**src/rtl/kpd_pkg.sv**
```systemverilog
`default_nettype none

package kpd_pkg;

  // keycodes and symbols
  localparam logic [9:0] KC_KP0   = 10'd82;
  localparam logic [6:0] SYM_NONE = 7'("-");
  localparam logic [6:0] SYM_STAR = 7'("*");
  localparam logic [6:0] SYM_ZERO = 7'("0");

  // operation codes
  localparam logic OP_KEY  = 1'b0;
  localparam logic OP_POLL = 1'b1;

  // key action codes
  localparam logic [1:0] ACT_RELEASE = 2'd0;
  localparam logic [1:0] ACT_PRESS   = 2'd1;
  localparam logic [1:0] ACT_REPEAT  = 2'd2;

  // register indexes
  localparam logic [1:0] REG_PHONE_MODE    = 2'd0;
  localparam logic [1:0] REG_PAIR_WINDOW   = 2'd1;
  localparam logic [1:0] REG_REPEAT_SUPPR  = 2'd2;

  localparam logic [19:0] PAIR_WINDOW_RST  = 20'd30000;
  localparam logic [19:0] REPEAT_SUPPR_RST = 20'd50000;

  typedef struct packed {
    logic       operation;
    logic [9:0] key_code;
    logic [1:0] key_action;
    logic [31:0] time_us;
  } kpd_item_t;

  typedef struct packed {
    logic [6:0] symbol;
    logic [9:0] key_id;
    logic       valid_res;
    logic       last;
  } kpd_res_t;

  typedef struct packed {
    logic        phone_mode;
    logic [19:0] pair_window_us;
    logic [19:0] repeat_suppress_us;
  } kpd_cfg_t;

  localparam kpd_res_t RES_NONE = '{symbol: SYM_NONE, key_id: 10'd0,
                                    valid_res: 1'b0, last: 1'b0};

  // keys shared by both layouts
  function automatic logic [6:0] common_sym(input logic [9:0] c);
    logic [6:0] s;
    unique case (c)
      10'd11:  s = 7'("0");
      10'd2:   s = 7'("1");
      10'd3:   s = 7'("2");
      10'd4:   s = 7'("3");
      10'd5:   s = 7'("4");
      10'd6:   s = 7'("5");
      10'd7:   s = 7'("6");
      10'd8:   s = 7'("7");
      10'd9:   s = 7'("8");
      10'd10:  s = 7'("9");
      10'd30:  s = 7'("A");
      10'd48:  s = 7'("B");
      10'd46:  s = 7'("C");
      10'd32:  s = 7'("D");
      10'd28:  s = 7'("#");
      10'd52:  s = 7'("*");
      10'd45:  s = 7'("X");
      10'd21:  s = 7'("Y");
      default: s = SYM_NONE;
    endcase
    return s;
  endfunction

  function automatic logic [6:0] calc_sym(input logic [9:0] c);
    logic [6:0] s;
    unique case (c)
      10'd82:  s = 7'("0");
      10'd79:  s = 7'("1");
      10'd80:  s = 7'("2");
      10'd81:  s = 7'("3");
      10'd75:  s = 7'("4");
      10'd76:  s = 7'("5");
      10'd77:  s = 7'("6");
      10'd71:  s = 7'("7");
      10'd72:  s = 7'("8");
      10'd73:  s = 7'("9");
      10'd98:  s = 7'("A");
      10'd55:  s = 7'("B");
      10'd74:  s = 7'("C");
      10'd78:  s = 7'("D");
      10'd96:  s = 7'("#");
      10'd83:  s = 7'("*");
      10'd69:  s = 7'("X");
      10'd14:  s = 7'("Y");
      default: s = common_sym(c);
    endcase
    return s;
  endfunction

  function automatic logic [6:0] phone_sym(input logic [9:0] c);
    logic [6:0] s;
    unique case (c)
      10'd79:  s = 7'("7");
      10'd80:  s = 7'("8");
      10'd81:  s = 7'("9");
      10'd75:  s = 7'("4");
      10'd76:  s = 7'("5");
      10'd77:  s = 7'("6");
      10'd71:  s = 7'("1");
      10'd72:  s = 7'("2");
      10'd73:  s = 7'("3");
      10'd14:  s = 7'("A");
      10'd74:  s = 7'("B");
      10'd78:  s = 7'("C");
      10'd96:  s = 7'("D");
      10'd83:  s = 7'("#");
      default: s = common_sym(c);
    endcase
    return s;
  endfunction

endpackage

`default_nettype wire

```
**src/rtl/kpd_cfg.sv**
```systemverilog
`default_nettype none

module kpd_cfg
  import kpd_pkg::*;
(
  input  wire logic        clk_i,
  input  wire logic        rst_ni,
  input  wire logic        psel,
  input  wire logic        penable,
  input  wire logic        pwrite,
  input  wire logic [3:0]  paddr,
  input  wire logic [31:0] pwdata,
  output logic      [31:0] prdata,
  output logic             pready,
  output kpd_cfg_t         cfg_o
);

  kpd_cfg_t   cfg_q, cfg_d;
  logic [1:0] idx;
  logic       wr_en;

  assign idx    = paddr[3:2];
  assign wr_en  = psel & penable & pwrite;
  assign pready = 1'b1;
  assign cfg_o  = cfg_q;

  always_comb begin
    cfg_d = cfg_q;
    if (wr_en) begin
      unique case (idx)
        REG_PHONE_MODE:   cfg_d.phone_mode         = pwdata[0];
        REG_PAIR_WINDOW:  cfg_d.pair_window_us     = pwdata[19:0];
        REG_REPEAT_SUPPR: cfg_d.repeat_suppress_us = pwdata[19:0];
        default:          cfg_d = cfg_q;
      endcase
    end
  end

  always_comb begin
    unique case (idx)
      REG_PHONE_MODE:   prdata = {31'd0, cfg_q.phone_mode};
      REG_PAIR_WINDOW:  prdata = {12'd0, cfg_q.pair_window_us};
      REG_REPEAT_SUPPR: prdata = {12'd0, cfg_q.repeat_suppress_us};
      default:          prdata = 32'd0;
    endcase
  end

  always_ff @(posedge clk_i or negedge rst_ni) begin
    if (!rst_ni) begin
      cfg_q.phone_mode         <= 1'b0;
      cfg_q.pair_window_us     <= PAIR_WINDOW_RST;
      cfg_q.repeat_suppress_us <= REPEAT_SUPPR_RST;
    end else begin
      cfg_q <= cfg_d;
    end
  end

endmodule

`default_nettype wire

```
**src/rtl/kpd_core.sv**
```systemverilog
`default_nettype none

module kpd_core
  import kpd_pkg::*;
#(
  parameter int TIME_BITS = 32
) (
  input  wire logic      clk_i,
  input  wire logic      rst_ni,
  input  wire logic      fire_i,
  input  kpd_item_t      item_i,
  input  kpd_cfg_t       cfg_i,
  output kpd_res_t       res0_o,
  output kpd_res_t       res1_o,
  output logic           two_o
);

  logic                 zp_q, zp_d;
  logic [TIME_BITS-1:0] ps_q, ps_d;
  logic [9:0]           pc_q, pc_d;
  logic                 pk_q, pk_d;
  logic [TIME_BITS-1:0] pt_q, pt_d;
  logic [6:0]           hs_q, hs_d;
  logic [9:0]           hc_q, hc_d;
  logic                 hk_q, hk_d;

  logic [TIME_BITS+31:0] t_wide;
  logic [TIME_BITS-1:0]  t_now;
  logic [TIME_BITS-1:0]  pend_age;
  logic [TIME_BITS-1:0]  press_age;
  logic                  expired;
  logic                  suppress;
  logic                  phone;
  logic                  do_plain;
  logic                  second;
  logic [6:0]            sym;
  kpd_res_t              pr;

  // timestamps masked to the time width, differences wrap
  assign t_wide    = {{TIME_BITS{1'b0}}, item_i.time_us};
  assign t_now     = t_wide[TIME_BITS-1:0];
  assign pend_age  = t_now - ps_q;
  assign press_age = t_now - pt_q;
  assign expired   = pend_age >= TIME_BITS'(cfg_i.pair_window_us);
  assign phone     = cfg_i.phone_mode;
  assign sym       = phone ? phone_sym(item_i.key_code) : calc_sym(item_i.key_code);

  always_comb begin
    zp_d = zp_q; ps_d = ps_q; pc_d = pc_q; pk_d = pk_q; pt_d = pt_q;
    hs_d = hs_q; hc_d = hc_q; hk_d = hk_q;
    res0_o   = RES_NONE;
    res1_o   = RES_NONE;
    pr       = RES_NONE;
    do_plain = 1'b0;
    second   = 1'b0;
    suppress = 1'b0;

    // deferred keypad zero resolves first
    if (phone && zp_q) begin
      if (expired || (item_i.operation == OP_KEY && item_i.key_action == ACT_PRESS &&
                      item_i.key_code != KC_KP0)) begin
        zp_d = 1'b0;
        hs_d = SYM_STAR; hc_d = KC_KP0; hk_d = 1'b1;
        res0_o = '{symbol: SYM_STAR, key_id: KC_KP0, valid_res: 1'b1, last: 1'b0};
        do_plain = (item_i.operation == OP_KEY);
        second   = (item_i.operation == OP_KEY);
      end else if (item_i.operation == OP_KEY && item_i.key_action == ACT_PRESS) begin
        // second keypad zero inside the window
        zp_d = 1'b0;
        hs_d = SYM_ZERO; hc_d = KC_KP0; hk_d = 1'b1;
        res0_o = '{symbol: SYM_ZERO, key_id: KC_KP0, valid_res: 1'b1, last: 1'b0};
      end
    end else if (item_i.operation == OP_KEY) begin
      do_plain = 1'b1;
    end

    if (do_plain) begin
      unique case (item_i.key_action)
        ACT_PRESS: begin
          if (phone && item_i.key_code == KC_KP0) begin
            zp_d = 1'b1;
            ps_d = t_now;
          end else begin
            suppress = !phone && item_i.key_code == KC_KP0 && pk_q && pc_q == KC_KP0 &&
                       press_age < TIME_BITS'(cfg_i.repeat_suppress_us);
            if (!suppress) begin
              if (!phone) begin
                pc_d = item_i.key_code; pk_d = 1'b1; pt_d = t_now;
              end
              hs_d = sym; hc_d = item_i.key_code; hk_d = 1'b1;
              pr = '{symbol: sym, key_id: item_i.key_code,
                     valid_res: sym != SYM_NONE, last: 1'b0};
            end
          end
        end
        ACT_RELEASE: begin
          if (hk_d && item_i.key_code == hc_d) begin
            hs_d = SYM_NONE; hc_d = 10'd0; hk_d = 1'b0;
          end
        end
        ACT_REPEAT: begin
          if (hs_d != SYM_NONE) begin
            pr = '{symbol: hs_d, key_id: hc_d, valid_res: 1'b1, last: 1'b0};
          end
        end
        default: pr = RES_NONE;
      endcase
      if (second) res1_o = pr;
      else        res0_o = pr;
    end

    res0_o.last = !second;
    res1_o.last = 1'b1;
  end

  assign two_o = second;

  always_ff @(posedge clk_i or negedge rst_ni) begin
    if (!rst_ni) begin
      zp_q <= 1'b0;
      ps_q <= '0;
      pc_q <= 10'd0;
      pk_q <= 1'b0;
      pt_q <= '0;
      hs_q <= SYM_NONE;
      hc_q <= 10'd0;
      hk_q <= 1'b0;
    end else if (fire_i) begin
      zp_q <= zp_d;
      ps_q <= ps_d;
      pc_q <= pc_d;
      pk_q <= pk_d;
      pt_q <= pt_d;
      hs_q <= hs_d;
      hc_q <= hc_d;
      hk_q <= hk_d;
    end
  end

endmodule

`default_nettype wire

```
**src/rtl/kpd_res_fifo.sv**
```systemverilog
`default_nettype none

module kpd_res_fifo
  import kpd_pkg::*;
(
  input  wire logic clk_i,
  input  wire logic rst_ni,
  input  wire logic push_i,
  input  wire logic push_two_i,
  input  kpd_res_t  d0_i,
  input  kpd_res_t  d1_i,
  input  wire logic pop_i,
  output logic      room2_o,
  output logic      valid_o,
  output kpd_res_t  head_o
);

  localparam int DEPTH = 4;
  localparam int AW    = $clog2(DEPTH);
  localparam int CW    = AW + 1;

  kpd_res_t        mem_q [DEPTH];
  logic [AW-1:0]   wp_q, wp_d, rp_q, rp_d;
  logic [CW-1:0]   cnt_q, cnt_d;
  logic [CW-1:0]   n_push;
  logic [CW-1:0]   n_pop;
  logic [AW-1:0]   wp_next;

  assign n_push  = push_i ? (push_two_i ? CW'(2) : CW'(1)) : CW'(0);
  assign n_pop   = pop_i ? CW'(1) : CW'(0);
  assign wp_next = wp_q + AW'(1);
  assign cnt_d   = cnt_q + n_push - n_pop;
  assign wp_d    = wp_q + n_push[AW-1:0];
  assign rp_d    = rp_q + n_pop[AW-1:0];
  // at least two entries free after this cycle's read
  assign room2_o = (cnt_q - n_pop) <= CW'(DEPTH - 2);
  assign valid_o = cnt_q != '0;
  assign head_o  = mem_q[rp_q];

  always_ff @(posedge clk_i) begin
    if (push_i) begin
      mem_q[wp_q] <= d0_i;
      if (push_two_i) mem_q[wp_next] <= d1_i;
    end
  end

  always_ff @(posedge clk_i or negedge rst_ni) begin
    if (!rst_ni) begin
      wp_q  <= '0;
      rp_q  <= '0;
      cnt_q <= '0;
    end else begin
      wp_q  <= wp_d;
      rp_q  <= rp_d;
      cnt_q <= cnt_d;
    end
  end

endmodule

`default_nettype wire

```
**src/rtl/keypad_event_decoder.sv**
```systemverilog
// A transferred item waits in the input register, then is decoded into the result queue;
// the second result of an item leaves the queue after the first.
// Throughput: one item per cycle while the queue has room for both possible results; an item
// with two results holds the output until both are read; the four-entry queue has one read port.
// Reset (rst_ni low, asynchronous): queue and input register empty, decoder state cleared,
// registers back to calculator layout, 30000 us pair window, 50000 us suppress window.
`default_nettype none

module keypad_event_decoder
  import kpd_pkg::*;
#(
  parameter int TIME_BITS = 32
) (
  input  wire logic        clk_i,
  input  wire logic        rst_ni,
  // item channel
  input  wire logic        in_valid_i,
  output logic             in_stall_o,
  input  kpd_item_t        in_item_i,
  // result channel
  output logic             out_valid_o,
  input  wire logic        out_stall_i,
  output kpd_res_t         out_res_o,
  // register port
  input  wire logic        psel,
  input  wire logic        penable,
  input  wire logic        pwrite,
  input  wire logic [3:0]  paddr,
  input  wire logic [31:0] pwdata,
  output logic      [31:0] prdata,
  output logic             pready
);

  kpd_cfg_t  cfg;
  kpd_item_t item_q;
  logic      item_vld_q, item_vld_d;
  logic      fire;
  logic      room2;
  logic      pop;
  logic      two;
  kpd_res_t  res0;
  kpd_res_t  res1;

  kpd_cfg u_cfg (
    .clk_i   (clk_i),
    .rst_ni  (rst_ni),
    .psel    (psel),
    .penable (penable),
    .pwrite  (pwrite),
    .paddr   (paddr),
    .pwdata  (pwdata),
    .prdata  (prdata),
    .pready  (pready),
    .cfg_o   (cfg)
  );

  // The registered item is decoded once the queue is sure to have room for
  // both of its possible results; the input stage then refills in the same cycle.
  assign pop        = out_valid_o & ~out_stall_i;
  assign fire       = item_vld_q & room2;
  assign in_stall_o = item_vld_q & ~fire;

  always_comb begin
    item_vld_d = item_vld_q;
    if (!in_stall_o) begin
      item_vld_d = in_valid_i;
    end
  end

  always_ff @(posedge clk_i or negedge rst_ni) begin
    if (!rst_ni) begin
      item_vld_q <= 1'b0;
    end else begin
      item_vld_q <= item_vld_d;
    end
  end

  // payload needs no reset
  always_ff @(posedge clk_i) begin
    if (in_valid_i && !in_stall_o) begin
      item_q <= in_item_i;
    end
  end

  kpd_core #(
    .TIME_BITS (TIME_BITS)
  ) u_core (
    .clk_i  (clk_i),
    .rst_ni (rst_ni),
    .fire_i (fire),
    .item_i (item_q),
    .cfg_i  (cfg),
    .res0_o (res0),
    .res1_o (res1),
    .two_o  (two)
  );

  // results queue up here so the output side can stall independently
  kpd_res_fifo u_fifo (
    .clk_i      (clk_i),
    .rst_ni     (rst_ni),
    .push_i     (fire),
    .push_two_i (two),
    .d0_i       (res0),
    .d1_i       (res1),
    .pop_i      (pop),
    .room2_o    (room2),
    .valid_o    (out_valid_o),
    .head_o     (out_res_o)
  );

endmodule

`default_nettype wire

```
**config.mk**
```make
export PLATFORM = sky130hd
export DESIGN_NAME = keypad_event_decoder
export DESIGN_NICKNAME = d
export VERILOG_FILES = /design/src/rtl/kpd_pkg.sv /design/src/rtl/kpd_cfg.sv /design/src/rtl/kpd_core.sv /design/src/rtl/kpd_res_fifo.sv /design/src/rtl/keypad_event_decoder.sv
export SDC_FILE = /design/constraint.sdc
export NUM_CORES = 1
export LEC_CHECK = 0
export BUFFER_PORTS_ARGS = -buffer_cell sky130_fd_sc_hd__buf_2
export CAP_MARGIN = 20
export CORE_MARGIN = 2
export CORE_UTILIZATION = 55
export DETAILED_ROUTE_END_ITERATION = 10
export GPL_ROUTABILITY_DRIVEN = 1
export PLACE_DENSITY = 0.73
export SETUP_SLACK_MARGIN = 0.5
export SYNTH_ARGS = -nofsm -noshare
export SYNTH_HDL_FRONTEND = slang
export SYNTH_SLANG_ARGS = --single-unit
export TNS_END_PERCENT = 20
```
**constraint.sdc**
```tcl
create_clock -name clk_i -period 6.45 [get_ports clk_i]
set_input_delay 1.29 -clock clk_i [delete_from_list [all_inputs] [get_ports clk_i]]
set_output_delay 1.29 -clock clk_i [all_outputs]
set_load 0.01 [all_outputs]
```
Yosys cells after proc, flatten, opt, wreduce, memory -nomap -nowiden:

Memory sizes are Yosys's and may differ from the RTL's. A register that Yosys moved wholly into a read port is not among the register bits.
Index checks and enable logic that the tools add are counted.

* mux-type cells: 61
* equal/unequal tests: 27
* bitwise gates (word level): 11
* reductions and logical operators: 23
* magnitude comparators: 3
* $add $sub $neg: 8

Operators by type and width (number)
* two-way mux 19 bit: 9
* equality test 10 x 7 -> 1 bit (second input constant): 17
* case mux 7 bit (18 select lines): 1
* case mux 7 bit (14 select lines): 1
* two-way mux 10 bit: 7
* two-way mux 7 bit: 10
* subtractor 32 bit: 2
* case mux 20 bit (3 select lines): 1
* case mux 19 bit (2 select lines): 1
* greater-or-equal comparator 32 x 20 -> 1 bit: 1
* less-than comparator 32 x 20 -> 1 bit: 1
* two-way mux 1 bit: 23
* case mux 10 bit (2 select lines): 1
* two-way mux 17 bit: 1
* != test 7 x 6 -> 1 bit (second input constant): 2
* case mux 7 bit (2 select lines): 1
* two-way mux 6 bit: 2
* equality test 10 bit: 1
* equality test 10 x 4 -> 1 bit (second input constant): 1
* equality test 10 x 6 -> 1 bit (second input constant): 1
* logical AND 1 bit: 10
* != test 10 x 7 -> 1 bit (second input constant): 1
* NOT 1 bit: 6
* AND reduction 2 bit: 3
* other kinds (18): 29

* memory bits (writable): 76
* memories kept: 3
* logic and storage cells: 155
* memory bits (read-only): 896
* bits in registers: 188
* output and inout port bits: 54

Memories
* (no name shown): depth 64, width 7, rd ports 1, clocked after Yosys merged registers in 1, write ports 0, line kpd_pkg.sv:54 `unique case (c)`
* (no name shown): depth 64, width 7, rd ports 1, clocked after Yosys merged registers in 1, write ports 0, line kpd_pkg.sv:54
* u_fifo.mem_q: depth 4, width 19, rd ports 1, clocked after Yosys merged registers in 0, write ports 2, line kpd_res_fifo.sv:22 `kpd_res_t mem_q [DEPTH];`

Longest topological paths before layout:

Gate-level depths: netlist (run 1).

* depth after elaboration: 11
* depth in mapped cells: 25
* depth with buffers taken out: 25

Hierarchy:

From an unflattened synthesis (run 1), not the netlist that was laid out.

* cells, all modules: 1891
* area total of the unflattened synthesis: 18517.8 µm²

By module, submodules not included
* kpd_core: cells each 1476, area each 10805.4 µm², times used 1
* kpd_res_fifo: cells each 230, area each 4214.0 µm², times used 1
* kpd_cfg: cells each 133, area each 2077.0 µm², times used 1
* keypad_event_decoder: cells each 52, area each 1421.4 µm², times used 1

Least setup slack after synthesis (run 1):

No wires, ideal clock.

* kind: register to register
* start point: reg item_q[0] (netlist bit)
* end point: mem u_fifo.mem_q[0][1] (netlist bit), data pin
* required time: 6186 ps
* cell stages (with the launch flop): 25
* library setup time: 264 ps
* path slack: 1312 ps
* arrival time: 4874 ps
* path buffers: 1
* path through: edfxtp_1 inv_1 ha_1 inv_1 fa_1 a21o_1 a2111oi_2 o41a_1 nand2_1 a31oi_1 o31ai_1 xor2_1 ha_1 a211oi_1 nand4_1 nor3_1 nand3_1 nor4b_1 o2111ai_1 a2111oi_4 nor3_1 buf_2 a31o_1 nor3_1 o22ai_1

RTL lines
* start, declared: line keypad_event_decoder.sv:35 `kpd_item_t item_q;`
* start signal, assigned: line keypad_event_decoder.sv:81 `item_q <= in_item_i;`
* end, declared: line kpd_res_fifo.sv:22

==> summary.md, run 1 <==
| Metric | Value |
|---|---|
| Final hold violations | 0 |
| Area added between synthesis and finish | 12.5% |
| Hold bufs inserted after CTS | 0 |
| Remaining routing DRC violations | 0 |
| Initial antenna violation count | 0 |
| Reg2Reg Launch Point | item_q[0] |
| Total via count in the routed design | between 15000 and 20000 |
| Die span in y | approximately 180 µm |
| Total half-perimeter wirelength after legalization and detailed placement | about 35000 µm |
| Clock tree from TritonCTS | built |
| Reg-to-reg critical path endpoint | u_fifo.mem_q[2][17] |
| Vias in the first global route | roughly 14000 |
| Data arrival time of the worst path | ~6000 ps |
| Worst-path clk slew | approximately 60 ps |
| Async set or reset register ratio after synthesis | 52.8% |
| GRT Resource Usage Total | between 20% and 30% |
| Hold_sp | u_fifo.mem_q[2][0] |
| Critical path, cell by cell | inv_1, ha_1, inv_1, fa_1, a21o_1, a221o_1, a221oi_2, nor2_1, nor2_1, xnor2_1, ha_1, a21o_1, a21o_1, a21oi_1, o31a_1, and4_1, and3b_1, a21oi_1, buf_4, or2_2, a21oi_1, o22ai_1 |
| Total of buffers placed on input and output ports | 114 |
| Final Slew Violations | 0 |
| Post-layout nets | about 2200 |
| Via-per-instance ratio | a little over 6 |
| Crit path buf inv count | 3 |
| Antenna diode count | 0 |
| Type of the worst setup path | reg -> reg |
| Proportion of synthesized chip area in sequential cells | between 40 and 50% |
| CTS Root Buffer Type | sky130_fd_sc_hd__clkbuf_16 |
| Num CTS Buffers | 30 |
| Class of the most critical hold timing path | reg -> reg |
| Total detailed-routing wirelength | approximately 47000 µm |
| Run status | finished clean |
| Pre-antenna DRT Iters | 6 |
| Max Freq | around 0.17 GHz |
| Standard-cell row count | 65 |
| Hold Path Sink | u_fifo.mem_q[2][0] |
| Total power divided by cell area | 466 mW/mm² |
| Max Clock Skew | ~18 ps |
| EDFF count, synth | between 100 and 150 |
| Tmin final | ~5700 ps |
| Proportion of layout cells with a drive suffix above 1 | 16.6% |
| Die Outline Area | between 0.03 and 0.04 mm² |
| Total Negative Setup Slacks | 0 ps |
| Count of filler cells inserted in the layout | between 2000 and 3000 |
| Worst hold stages | 2 |
| Final-report setup violation count | 0 |
| Area inside the core boundary | between 0.03 and 0.04 mm² |
| Number of synthesized register bits | between 200 and 300 |
| Family with the most delay on the worst path | compound AO/OA/AOI/OAI gates |
| Maximum number of pins on one net before global-route repair | 87 |
| Kind of start point of the critical path | flip-flop |
| Crit path max-delay cell type | sky130_fd_sc_hd__a21oi_1 |
| Worst-case setup slack after placement | approximately 350 ps |
| Initial standard-cell utilization of the core | 56.1% |
| Largest vdd supply drop | approximately 0.00033 V |
| Total clock sinks | approximately 270 |
| Post-Synthesis Cells | roughly 1900 |
| Detailed Route Iter0 Violations | between 1000 and 1500 |
| I/O Pins | approximately 140 |
| RSZ-0062 raised after global routing | yes |
| Overall overflow remaining after global route | 0 |
| Combined area of the multi-input logic cells | roughly 0.0096 mm² |
| Global-route wire length before repair | ~74000 µm |
| Synth warn | 0 |
| Post-synthesis instance area | between 0.015 and 0.02 mm² |
| Slew @ Worst Pin | ~1100 ps |
| Number of H-tree levels | 1 |
| Max-cap violations | 0 |
| Most instantiated flip-flop cell in the synthesis netlist | sky130_fd_sc_hd__dfrtp_1 |
| Reg-to-reg setup timing slack | 720 ps |
| Path depth of the worst reg2reg path | 22 |
| Floorplan die width | 184 µm |
| Crit. End Element | flip-flop |
| Max-slew headroom at the worst pin | roughly 30% |
| Routability congestion estimate | about 0.95 |
| Remaining number of nets flagged by the antenna check after routing | 0 |
| Largest fanout of any net on the critical path | 11 |
| Maximum number of buffers from clock root to sink | 3 |
| Required time at the endpoint of the critical path | between 6000 and 7000 ps |
| Count of cell types in the netlist | between 100 and 150 |
| Post-Syn Area per Cell | approximately 9.2 µm² |
| Sequential cell area | approximately 0.0073 mm² |
| Share of the cycle needed by the critical path after routing | between 80 and 90% |
| Final worst setup slack | 719 ps |
| Worst-Skew Late Latency | approximately 560 ps |
| Highest cell delay on the worst timing path | approximately 440 ps |
| Static leakage | approximately 8.5 nW |
| Average wire per cell in the routed design | roughly 19 µm |
[cell type report]
type	count	area share, %
inverters	151	2.83
multi-input cells	1409	48.0
repair buffers	161	4.70
clock inverters	20	1.09
clock buffers	36	4.23
well taps	402	2.51
flip-flops and latches	271	36.7
[kinds of logic after synthesis]
family / Yosys count / share of synthesized area [%]
adder cells (fa/ha/maj): 118 / 8.43
XOR/XNOR: 54 / 2.66
AO/OA/AOI/OAI: 578 / 21.2
AND/OR/NAND/NOR: 589 / 15.8
multiplexers: 57 / 4.68
flip-flops: 271 / 41.2
buffers and inverters: 262 / 5.94
other: 2 / 0.0422
[cells in the mapped netlist, drive strengths merged, types with 23 or more instances]
cell | instances | area, µm²
ha | 115 | 1440
nand4 | 30 | 200
edfxtp | 117 | 3510
dfrtp | 126 | 3150
nor3 | 26 | 130
nand2b | 23 | 144
xnor2 | 30 | 263
o21ai | 188 | 948
o22ai | 26 | 163
a21o | 30 | 225
nand3 | 37 | 185
nand2 | 220 | 826
nor2 | 138 | 518
buf | 34 | 201
a21oi | 133 | 673
inv | 150 | 563
xor2 | 24 | 210
clkbuf | 77 | 289
[worst min-delay path, delay by kind of cell, from the launching register on]
| kind | cells | cell delay, ps |
|---|---|---|
| simple gates | 2 | 120 |
| flops | 1 | 320 |
[registers in the layout, indices dropped and copies added, names as in the netlist, named ones only]
register and cells:
u_core.zp_q 1, u_core.hc_q 10, u_core.pt_q 32, u_fifo.rp_q 2, u_core.ps_q 32, u_core.pc_q 10, u_cfg.cfg_o 41, item_vld_q 1
u_core.hs_q 7, u_fifo.wp_q 2, item_q 45, u_fifo.mem_q 76, u_fifo.cnt_q 3, u_core.pk_q 1, u_core.hk_q 1
[per-stage QoR]
step,utilization [%],instance area [µm²],power [mW],hold WS [ps],std cells
2_1_floorplan,-,17800,6.02,435,1942
3_3_place_gp,59.2,18800,7.18,449,2389
3_5_place_dp,59.2,18800,7.34,460,2389
4_1_cts,62.6,19900,9.20,473,2447
5_1_grt,63.1,20000,9.97,490,2450
6_report,63.1,20000,9.33,473,2450
[layer usage]
layer	vias to the layer above	wire length (µm)	global-route usage (%)
li1	7165	-	-
met1	7168	21000	38.8
met2	615	21100	43.6
met3	68	3690	4.32
met4	0	1010	8.19
met5	-	0	0
[layout by cell type, fill, tap and decap left out, drive strengths merged, types with 8 or more instances in the layout]
cell and count:
o21a 14, or2 13, o22ai 26, or3 10, nand2b 23, o211ai 18, dfstp 17, a21o 30
nand3 37, and3 16, inv 152, nor3 26, nor2b 14, dfxtp 11, nor4 13, xnor2 30
o31ai 13, mux2 19, mux2i 19, o21bai 11, ha 115, mux4 19, a22o 22, nor2 138
nand4 30, buf 160, dfrtp 126, clkinv 12, a21oi 133, a22oi 12, conb 13, o21ai 188
xor2 24, and4 8, edfxtp 117, nand2 220, a31oi 16, and2 17, clkbuf 37
[repair_timing]
item,CTS,global route
pin swaps,1,7
endpoints found under the setup margin,43,172
gates resized for setup,0,29
buffers inserted,2,1
[power breakdown]
group          internal, mW  switching [mW]
combinational          1.89            2.82
sequential             2.40           0.399
clock                  1.10           0.725
total                  5.39            3.94
[worst max-delay path by stage]
stage	slack, ps	startpoint	end	cells after the start
floorplan	1310	item_q[0]	u_fifo.mem_q[0][1]	24
global placement	470	item_q[0]	u_core.pt_q[14]	25
detailed placement	350	item_q[0]	u_core.pt_q[15]	25
CTS	440	item_q[0]	u_fifo.mem_q[1][13]	25
global route	430	item_q[0]	u_fifo.mem_q[2][8]	22
finish	720	item_q[0]	u_fifo.mem_q[2][17]	22
Note: power is estimated with default switching activity, not from simulation.
==> inputs of run 2 (changes only) <==
- PLACE_DENSITY: 0.73 -> 0.74
==> summary.md, run 2 (synthesis gave the netlist of run 1 again) <==
| Metric | Value |
|---|---|
| Worst-path clk slew | 60 ps (about the same) |
| Proportion of layout cells with a drive suffix above 1 | 16.2% (-0.37 points) |
| Reg-to-reg setup timing slack | 720 ps (about the same) |
| I/O Pins | 142 (unchanged) |
| Class of the most critical hold timing path | reg -> reg |
| Run status | finished clean |
| Area inside the core boundary | 0.0317 mm² (unchanged) |
| Clock tree from TritonCTS | built |
| Highest cell delay on the worst timing path | 450 ps (about the same) |
| Sw Ratio | 42.1% (-0.18 points) |
| Hold_sp | u_fifo.mem_q[3][0] |
| Total power divided by cell area | 461 mW/mm² (-1.0%) |
| Clock network power share | 19.0% (-0.5 points) |
| Maximum number of buffers from clock root to sink | 3 (unchanged) |
| Antenna diode count | 0 (unchanged) |
| Worst-Skew Late Latency | 550 ps (about the same) |
| Most used cell, CP | sky130_fd_sc_hd__nor2_1 |
| Termination of the worst setup path | u_fifo.mem_q[2][8] |
| Number of standard cells in the layout, taps in and fillers out | 2453 (+0.12%) |
| Type of the worst setup path | reg -> reg |
| Average wire per cell in the routed design | 19.1 µm (about the same) |
| Pre-antenna DRT Iters | 5 (-1) |
| Cell-internal power | 5.33 mW (-1.0%) |
| Initial standard-cell utilization of the core | 56.1% (unchanged) |
| Placed cell count | 2388 (-0.042%) |
| Largest register by flop count | u_fifo.mem_q |
| Critical path, cell by cell | inv_1, ha_1, inv_1, fa_1, a21o_1, a221o_1, a221oi_2, nor2_1, nor2_1, xnor2_1, ha_1, a21o_1, a21o_1, a21oi_1, o31a_1, and4_1, and4_2, a31oi_2, nand2b_1, nor2_1, nor2_1, inv_1, buf_4 |
| Max-cap violations | 0 (unchanged) |
| Max-slew headroom at the worst pin | 36.2% (+7.0 points) |
| Crit path max-delay cell type | sky130_fd_sc_hd__fa_1 |
| Num CTS Buffers | 29 (-3.3%) |
| Largest fanout of any net on the critical path | 11 (unchanged) |
| Tmin final | 5730 ps (-0.706 ps) |
| Max Clock Skew | 10.4 ps (-8.06 ps) |
| Detailed Route Iter0 Violations | 1460 (+17%) |
| Remaining routing DRC violations | 0 (unchanged) |
| Standard-cell row count | 65 (unchanged) |
| Slew @ Worst Pin | 956 ps (-95.4 ps) |
| Largest vdd supply drop | 0.000266 V (-19%) |
| Total via count in the routed design | 15072 (+0.37%) |
| Total Negative Setup Slacks | 0 ps (unchanged) |
| Via-per-instance ratio | 6.14 (+0.25%) |
| Reg-to-reg critical path endpoint | u_fifo.mem_q[2][8] |
| Share of the cycle needed by the critical path after routing | 88.8% (about the same) |
| Layout Utilization | 62.9% (-0.20 points) |
| Power share of the sequential group | 30.4% (+0.4 points) |
| Max Freq | 0.175 GHz (about the same) |
| Final hold violations | 0 (unchanged) |
| Remaining number of nets flagged by the antenna check after routing | 0 (unchanged) |
| Reg2Reg Launch Point | item_q[0] |
| Flip-flop count of the largest register after layout | 76 (unchanged) |
| Commonest cells after routing, fill and taps aside | sky130_fd_sc_hd__nand2_1, sky130_fd_sc_hd__o21ai_0, sky130_fd_sc_hd__inv_1 |
| Most common cell after layout, fill and taps aside | sky130_fd_sc_hd__nand2_1 |
| CTS Root Buffer Type | sky130_fd_sc_hd__clkbuf_16 |
| Floorplan die width | 184 µm (unchanged) |
| Total half-perimeter wirelength after legalization and detailed placement | 34500 µm (about the same) |
| Static leakage | 8.46 nW (-0.23%) |
| Kind of start point of the critical path | flip-flop |
| Overall overflow remaining after global route | 0 (unchanged) |
| Path depth of the worst reg2reg path | 23 (+4.5%) |
| Final Slew Violations | 0 (unchanged) |
| Die span in y | 184 µm (unchanged) |
| Total clock sinks | 271 (unchanged) |
| Number of H-tree levels | 1 (unchanged) |
| Die Outline Area | 0.0338 mm² (unchanged) |
| Initial antenna violation count | 0 (unchanged) |
| Global-route wire length before repair | 75600 µm (+1.7%) |
| Start point of the critical path | item_q[0] |
| Final-report setup violation count | 0 (unchanged) |
| Power spent charging and discharging nets | 3.87 mW (-1.8%) |
| Data arrival time of the worst path | 5970 ps (-40 ps) |
| Area added between synthesis and finish | 12.1% |
| Final non-filler cell area | 0.0199 mm² (-0.31%) |
| Total of buffers placed on input and output ports | 114 (unchanged) |
| GRT Resource Usage Total | 27.9% (+0.45 points) |
| Total detailed-routing wirelength | 46900 µm (+0.10%) |
| Area of placed instances | 0.0188 mm² (about the same) |
| Crit. End Element | flip-flop |
| Routability congestion estimate | 0.941 (-0.58%) |
| Post-layout nets | 2235 (+0.22%) |
| Required time at the endpoint of the critical path | 6690 ps (-40 ps) |
| RSZ-0062 raised after global routing | yes |
| Maximum number of pins on one net before global-route repair | 87 (unchanged) |
| Vias in the first global route | 14345 (+1.5%) |
| Logic gate share of total power | 50.6% (about the same) |
run 2: cell types whose count changed in the layout (fill, tap and decap cells not counted), sizes merged:
cell / previous run / this run
buf: 160 / 167
bufinv: 4 / 5
clkbuf: 37 / 35
clkinvlp: 3 / 1
inv: 152 / 151
run 2: area by class of cell:
class / instances / area, µm²
Clock buffer: 35 / 769
Clock inverter: 18 / 229
Fill cell: 2646 / 11800
Inverter: 151 / 567
Multi-Input combinational cell: 1409 / 9550
Sequential cell: 271 / 7330
Tap cell: 402 / 503
Timing Repair Buffer: 167 / 991
run 2: what timing repair did:
item,4_1_cts,5_1_grt
setup endpoints to repair,32,197
endpoints found under the hold margin,0,0
setup buffers,3,8
resized for setup,0,20
pin swaps,1,12
cloned,0,0
hold buffers,0,0
run 2: metal layers:
| layer | part of all wire [%] | global-route usage, % | up-vias |
|---|---|---|---|
| met5 | 0 | 0 | - |
| met4 | 2.0 | 6.88 | 0 |
| met3 | 6.7 | 3.65 | 76 |
| met2 | 46 | 45.1 | 569 |
| met1 | 46 | 39.9 | 7235 |
| li1 | - | - | 7192 |
run 2: worst min-delay path by stage:
stage / end / slack, ps / cells after the start
6_report: u_fifo.mem_q[3][0] / 470 / 1
5_1_grt: u_fifo.mem_q[0][0] / 480 / 1
4_1_cts: u_fifo.mem_q[0][0] / 470 / 1
3_5_place_dp: u_fifo.mem_q[0][0] / 450 / 1
3_3_place_gp: u_fifo.mem_q[0][0] / 450 / 1
2_1_floorplan: u_fifo.mem_q[2][0] / 430 / 2
run 2: per-stage QoR:
stage / total power, mW / hold WS (ps) / setup slack (ps)
final: 9.20 / 471 / 719
after global routing: 9.87 / 484 / 418
after CTS: 9.09 / 467 / 357
after detailed placement: 7.31 / 453 / 301
after global placement: 7.16 / 445 / 321
after floorplan: 6.02 / 435 / 1310
run 2: power groups by stage:
stage / sequential [mW] / clock, mW / combinational (mW)
floorplan: 2.62 / 0 / 3.40
global placement: 2.80 / 0 / 4.36
detailed placement: 2.82 / 0 / 4.49
CTS: 2.79 / 1.78 / 4.53
global route: 2.85 / 1.86 / 5.16
finish: 2.80 / 1.75 / 4.65
run 2: worst max-delay path: cells and delay by family, from the launching register on:
kind	cells	cell delay (ps)
AO/OA/AOI/OAI	8	1770
XOR/XNOR	1	170
flip-flops	1	390
adder cells (fa/ha/maj)	3	810
buffers and inverters	4	780
AND/OR/NAND/NOR	7	1490
